File: config.mk
export PLATFORM = sky130hd
export DESIGN_NAME = sorted_set_insert_remove_core
export DESIGN_NICKNAME = d
export VERILOG_FILES = /design/src/rtl/sset_pkg.sv /design/src/rtl/sset_cell.sv /design/src/rtl/sorted_set_insert_remove_core.sv
export SDC_FILE = /design/constraint.sdc
export NUM_CORES = 2
export LEC_CHECK = 0
export ABC_AREA = 1
export BUFFER_PORTS_ARGS = -buffer_cell sky130_fd_sc_hd__buf_2
export CORE_ASPECT_RATIO = 1.5
export CORE_UTILIZATION = 55
export CTS_CLUSTER_DIAMETER = 50
export DETAILED_ROUTE_END_ITERATION = 6
export MAX_ROUTING_LAYER = met4
export PLACE_DENSITY = 0.82
export SKIP_CTS_REPAIR_TIMING = 1
export SYNTH_ARGS = -nofsm -noshare
export SYNTH_HDL_FRONTEND = slang
export SYNTH_SLANG_ARGS = --single-unit
File: constraint.sdc
create_clock -name clock -period 11.8 [get_ports clock]
set_clock_uncertainty 0.1 [all_clocks]
set_input_delay 0.59 -clock clock [delete_from_list [all_inputs] [get_ports clock]]
set_output_delay 0.59 -clock clock [all_outputs]
set_load 0.02 [all_outputs]
File: src/rtl/sset_pkg.sv
package sset_pkg;

   localparam int CAPACITY        = 16;
   localparam int VALUE_WIDTH     = 32;
   localparam int COUNT_WIDTH     = $clog2(CAPACITY + 1);
   localparam int REQ_VALUE_WIDTH = 32;
   localparam int RSP_COUNT_WIDTH = 5;

   typedef logic signed [VALUE_WIDTH-1:0] key_type;
   typedef logic [COUNT_WIDTH-1:0]        count_type;

   typedef enum logic [1:0] {
      ACT_ADD    = 2'd0,
      ACT_REMOVE = 2'd1,
      ACT_QUERY  = 2'd2
   } action_type;

   // Broadcast from the controller to every cell of the chain.
   typedef struct packed {
      logic    insert;
      logic    remove;
      key_type key;
   } cell_ctrl_type;

endpackage

File: src/rtl/sset_cell.sv
module sset_cell (
   input  logic                   clock,
   input  sset_pkg::cell_ctrl_type ctrl,
   input  logic                   occupied,
   input  logic                   left_lt,
   input  sset_pkg::key_type      left_key,
   input  sset_pkg::key_type      right_key,
   output sset_pkg::key_type      key,
   output logic                   lt,
   output logic                   eq
);
   import sset_pkg::*;

   key_type key_ff;
   key_type key_in;

   assign key = key_ff;
   assign lt  = occupied && (key_ff < ctrl.key);
   assign eq  = occupied && (key_ff == ctrl.key);

   always_comb begin
      key_in = key_ff;
      if (ctrl.insert) begin
         // Cells below the insertion point hold; the first cell at or above it
         // takes the new key; the rest move up by one.
         if (!lt) begin
            key_in = left_lt ? ctrl.key : left_key;
         end
      end else if (ctrl.remove) begin
         // Close the gap: every cell at or above the match pulls from the right.
         if (!lt) begin
            key_in = right_key;
         end
      end
   end

   always_ff @(posedge clock) begin
      key_ff <= key_in;
   end

endmodule

File: src/rtl/sorted_set_insert_remove_core.sv
// Sorted set of distinct signed keys, up to CAPACITY entries, kept in ascending
// order in a row of compare cells.
// Request channel (req_valid/req_ready): req_action is add, remove or query;
// req_value is the key. Response channel (rsp_valid/rsp_ready): rsp_success,
// rsp_full_reject (add refused because the set is full) and rsp_count, the
// number of keys held after the transaction. One response per request.
// Every cell compares its key against the request in the cycle the request is
// accepted; the insert or remove shift happens across the whole row at that
// clock edge, and rsp_valid rises in the cycle after acceptance. One
// request is taken per cycle as long as responses are drained.
// The response register is a single stage: while it holds an untaken result,
// req_ready follows rsp_ready, so a stalled receiver stalls the requester.
// Reset empties the set and clears the response valid flag; stored keys are
// not cleared, since slots at or above the count are never read.
module sorted_set_insert_remove_core (
   input  logic                                  clock,
   input  logic                                  reset,
   input  logic                                  req_valid,
   output logic                                  req_ready,
   input  logic [1:0]                            req_action,
   input  logic signed [sset_pkg::REQ_VALUE_WIDTH-1:0] req_value,
   output logic                                  rsp_valid,
   input  logic                                  rsp_ready,
   output logic                                  rsp_success,
   output logic                                  rsp_full_reject,
   output logic [sset_pkg::RSP_COUNT_WIDTH-1:0]  rsp_count
);
   import sset_pkg::*;

   count_type     count_ff;
   count_type     count_in;
   logic          rsp_valid_ff;
   logic          rsp_valid_in;
   logic          rsp_success_ff;
   logic          rsp_success_in;
   logic          rsp_full_ff;
   logic          rsp_full_in;
   count_type     rsp_count_ff;

   cell_ctrl_type ctrl;
   key_type       req_key;
   action_type    action;
   logic          accept;
   logic          found;
   logic          is_full;

   key_type               cell_key [CAPACITY];
   logic [CAPACITY-1:0]   cell_lt;
   logic [CAPACITY-1:0]   cell_eq;

   assign req_key = VALUE_WIDTH'(req_value);
   assign action  = action_type'(req_action);
   assign accept  = req_valid && req_ready;
   assign found   = |cell_eq;
   assign is_full = (count_ff == count_type'(CAPACITY));

   assign req_ready = !rsp_valid_ff || rsp_ready;

   assign ctrl.key    = req_key;
   assign ctrl.insert = accept && (action == ACT_ADD) && !found && !is_full;
   assign ctrl.remove = accept && (action == ACT_REMOVE) && found;

   for (genvar i = 0; i < CAPACITY; i++) begin : g_cell
      logic    occupied;
      logic    left_lt;
      key_type left_key;
      key_type right_key;

      assign occupied = (count_type'(i) < count_ff);

      if (i == 0) begin : g_first
         assign left_lt  = 1'b1;
         assign left_key = req_key;
      end else begin : g_mid
         assign left_lt  = cell_lt[i-1];
         assign left_key = cell_key[i-1];
      end

      if (i == CAPACITY - 1) begin : g_last
         assign right_key = cell_key[i];
      end else begin : g_inner
         assign right_key = cell_key[i+1];
      end

      sset_cell u_cell (
         .clock     (clock),
         .ctrl      (ctrl),
         .occupied  (occupied),
         .left_lt   (left_lt),
         .left_key  (left_key),
         .right_key (right_key),
         .key       (cell_key[i]),
         .lt        (cell_lt[i]),
         .eq        (cell_eq[i])
      );
   end

   always_comb begin
      count_in = count_ff;
      if (ctrl.insert) begin
         count_in = count_ff + count_type'(1);
      end else if (ctrl.remove) begin
         count_in = count_ff - count_type'(1);
      end
   end

   always_comb begin
      rsp_success_in = 1'b0;
      rsp_full_in    = 1'b0;
      unique case (action)
         ACT_ADD: begin
            rsp_success_in = !found && !is_full;
            rsp_full_in    = !found && is_full;
         end
         ACT_REMOVE: rsp_success_in = found;
         ACT_QUERY:  rsp_success_in = found;
         default: begin
            rsp_success_in = 1'b0;
            rsp_full_in    = 1'b0;
         end
      endcase
   end

   always_comb begin
      rsp_valid_in = rsp_valid_ff;
      if (accept) begin
         rsp_valid_in = 1'b1;
      end else if (rsp_ready) begin
         rsp_valid_in = 1'b0;
      end
   end

   always_ff @(posedge clock) begin
      if (reset) begin
         count_ff     <= '0;
         rsp_valid_ff <= 1'b0;
      end else begin
         count_ff     <= count_in;
         rsp_valid_ff <= rsp_valid_in;
      end
   end

   always_ff @(posedge clock) begin
      if (accept) begin
         rsp_success_ff <= rsp_success_in;
         rsp_full_ff    <= rsp_full_in;
         rsp_count_ff   <= count_in;
      end
   end

   assign rsp_valid       = rsp_valid_ff;
   assign rsp_success     = rsp_success_ff;
   assign rsp_full_reject = rsp_full_ff;
   assign rsp_count       = RSP_COUNT_WIDTH'(rsp_count_ff);

endmodule

==> out/qor.yml <==
status: "finished, final reports clean"
routed_wl_mm: 123
fmax_mhz: 165
pre_cts_ws_ns: 5.62
cp.arrival_ns: 6.45
io_buffers: 46
cp-end-kind: "flop"
synth_cell_types: 35
syn_area_sq_um: 41900
syn_to_final_growth_pct: 6.63
critical_path_class: "reg -> reg"
finalCriticalPeriod_ns: 6.05
crit_start: "count_ff[3]$_SDFF_PP0_"
finalHoldViolations: 0
cts_root_buffer: "clkbuf_16"
worst_pin_slew_ns: 1.27
required_ns: 12.20
wl_met3_mm: 8.36
grt_pass1_wl_mm: 196
tns_ns: 0
gp_congestion: 0.950
clk_pin_slew_ns: 0.06
insertion_delay_ns: 0.68
timing.hold.ws_ns: 0.128
dr_wl_met2_mm: 61.8
clk_path_buf_depth: 3
nets: 5986
r2r-end: "g_cell[2].u_cell.key[29]$_DFFE_PP_"
final_cell_mix: "nand2_1 (1987), inv_1 (523), ha_1 (519), edfxtp_1 (519), nand3_1 (439)"
worstSetupStartpointType: "flop"
synth-async-reset-ratio: 0
peakVddDrop_v: 0.000120
post_drt_wl_per_cell_um: 19.0
grt_pass1_vias: 38900
rsz0062_at_grt: "no"
maxCapViolCount: 0
dieArea_sq_um: 77300
hp-class: "in -> reg"
ant_nets: 0
hold_end: "rsp_valid$_SDFFE_PP0P_"
power_density_nw_per_um2: 106
grt_max_degree: 254
cts_tree: "yes"
htreeDepth: 2
worst_slew_margin_rel: 0.153
die_h_um: 340
min_from: "rsp_ready"
crit_fanout: 95
clock_sinks: 525
reg2reg_depth: 16
overflow: 0
r2r_start: "count_ff[3]$_SDFF_PP0_"
synth_warnings: 0
dp.cells: 6370
setup_viol_count_final: 0
drc: 0
utilization: 0.594
drt_pre_antenna_iters: 6
die_w_um: 227
synth_edf_count: 519
ys_seq_area_frac: 0.375
cts_buffers: 57
ys.flop_type: "edfxtp_1"
grt_use_total: 0.326
num_vias: 38800
antennaDiodeCount: 0
layout_commonest_cell: "nand2_1"
reg2reg_slack_ns: 5.75
drt_first_iter_violations: 3642
top_layer_used: "met4"
syn_inst: 5547
ys_ff_latch: 525
syn-num-nets: 6104
grt_antenna_before_repair: 0
fin_cells: 6474
post-dp-hpwl_mm: 88.1
avgSynthCellArea_sq_um: 7.56
drive_gt1_frac: 0.0477
holdPathStages: 4
coreArea_sq_um: 75300
num_io_pins: 47
drv_slew: 0
routedLengthMet1_mm: 42.6
vias_per_cell: 6.00
finalWorstSetupSlack_ns: 5.75
leakage_nw: 21.4
fin_crit_sh: 0.513
row_count: 123
start_util: 0.557
fill_cells: 6664
==> layout make-up <==
cell class | count | area (sq um) | share of cell area
Clock buffer | 74 | 1580 | 0.0354
Clock inverter | 30 | 230 | 0.00515
Multi-Input combinational cell | 4176 | 23000 | 0.514
Inverter | 535 | 2020 | 0.0452
Timing Repair Buffer | 134 | 916 | 0.0205
Sequential cell | 525 | 15700 | 0.351
Tap cell | 1000 | 1250 | 0.0280
==> kinds of logic (layout without fill, tap and decap cells) <==
logic type      count (synthesis)  count (layout)  synth area share
xor+xnor                        5               5           0.00104
compound gates                524             524            0.0650
buf+inv                       846             773            0.0827
simple gates                 3128            3128             0.322
flops                         525             525             0.375
fa+ha+maj                     519             519             0.155
==> routing by layer <==
metal | vias to the layer above | global-route usage
met3 | 660 | 0.0520
met2 | 1882 | 0.561
met4 | 0 | 0.257
li1 | 18600 | -
met1 | 17700 | 0.324
met5 | - | -
==> per-stage QoR <==
step | total power [mW] | instance area [sq um]
2_1_floorplan | 2.71 | 41900
3_3_place_gp | 2.92 | 42900
3_5_place_dp | 2.95 | 42900
4_1_cts | 4.74 | 44700
5_1_grt | 4.92 | 44700
6_report | 4.75 | 44700
==> sequential cells by signal (all words and copies together), names as in the netlist <==
name	count
g_cell.u_cell.key	512
count_ff	5
rsp_valid	1
rsp_count	5
rsp_success	1
rsp_full_reject	1
==> where the power goes <==
part | internal (mW) | switching (mW)
combinational | 0.226 | 0.540
clock | 1.00 | 0.821
sequential | 2.12 | 0.0437
==> worst max-delay path, stage by stage, from the launching register on <==
cell and delay [ns]:
dfxtp_1 0.65, nand2_1 0.16, nand2_2 0.62, inv_2 0.08
nor2_2 0.15, buf_4 0.39, nand3_1 0.19, nand2_1 0.10
nor2_1 0.06, nand2_1 0.19, nor2_4 0.09, nand3_4 0.14
buf_4 0.80, buf_4 0.83, buf_4 0.90, nand2_1 0.12
o21ai_0 0.13
==> Yosys cell counts, types with 4 or more instances <==
master,instances,share of area
o211ai_1,26,0.0047
nand3_1,441,0.053
a31oi_1,15,0.0022
edfxtp_1,519,0.37
a21oi_1,283,0.034
buf_4,27,0.0048
buf_6,15,0.0040
nand2_1,1987,0.18
ha_1,519,0.15
buf_2,51,0.0061
inv_1,523,0.047
nand3b_1,15,0.0027
nor2_1,243,0.022
inv_2,10,0.00090
clkbuf_1,217,0.019
o21ai_0,193,0.023
xor2_1,4,0.00084
dfxtp_1,6,0.0029
nor3_1,8,0.00096
nand2_2,5,0.00075
nand4_1,422,0.063
==> how the worst max path moves through the flow <==
stage                                          to  slack [ns]  cells after the start
2_1_floorplan   g_cell[1].u_cell.key[0]$_DFFE_PP_        6.72                     17
3_3_place_gp   g_cell[3].u_cell.key[31]$_DFFE_PP_        5.80                     18
3_5_place_dp   g_cell[4].u_cell.key[29]$_DFFE_PP_        5.62                     18
4_1_cts        g_cell[6].u_cell.key[31]$_DFFE_PP_        5.88                     16
5_1_grt        g_cell[2].u_cell.key[25]$_DFFE_PP_        5.41                     16
6_report       g_cell[2].u_cell.key[29]$_DFFE_PP_        5.75                     16
Note: power is estimated with default switching activity, not from simulation.
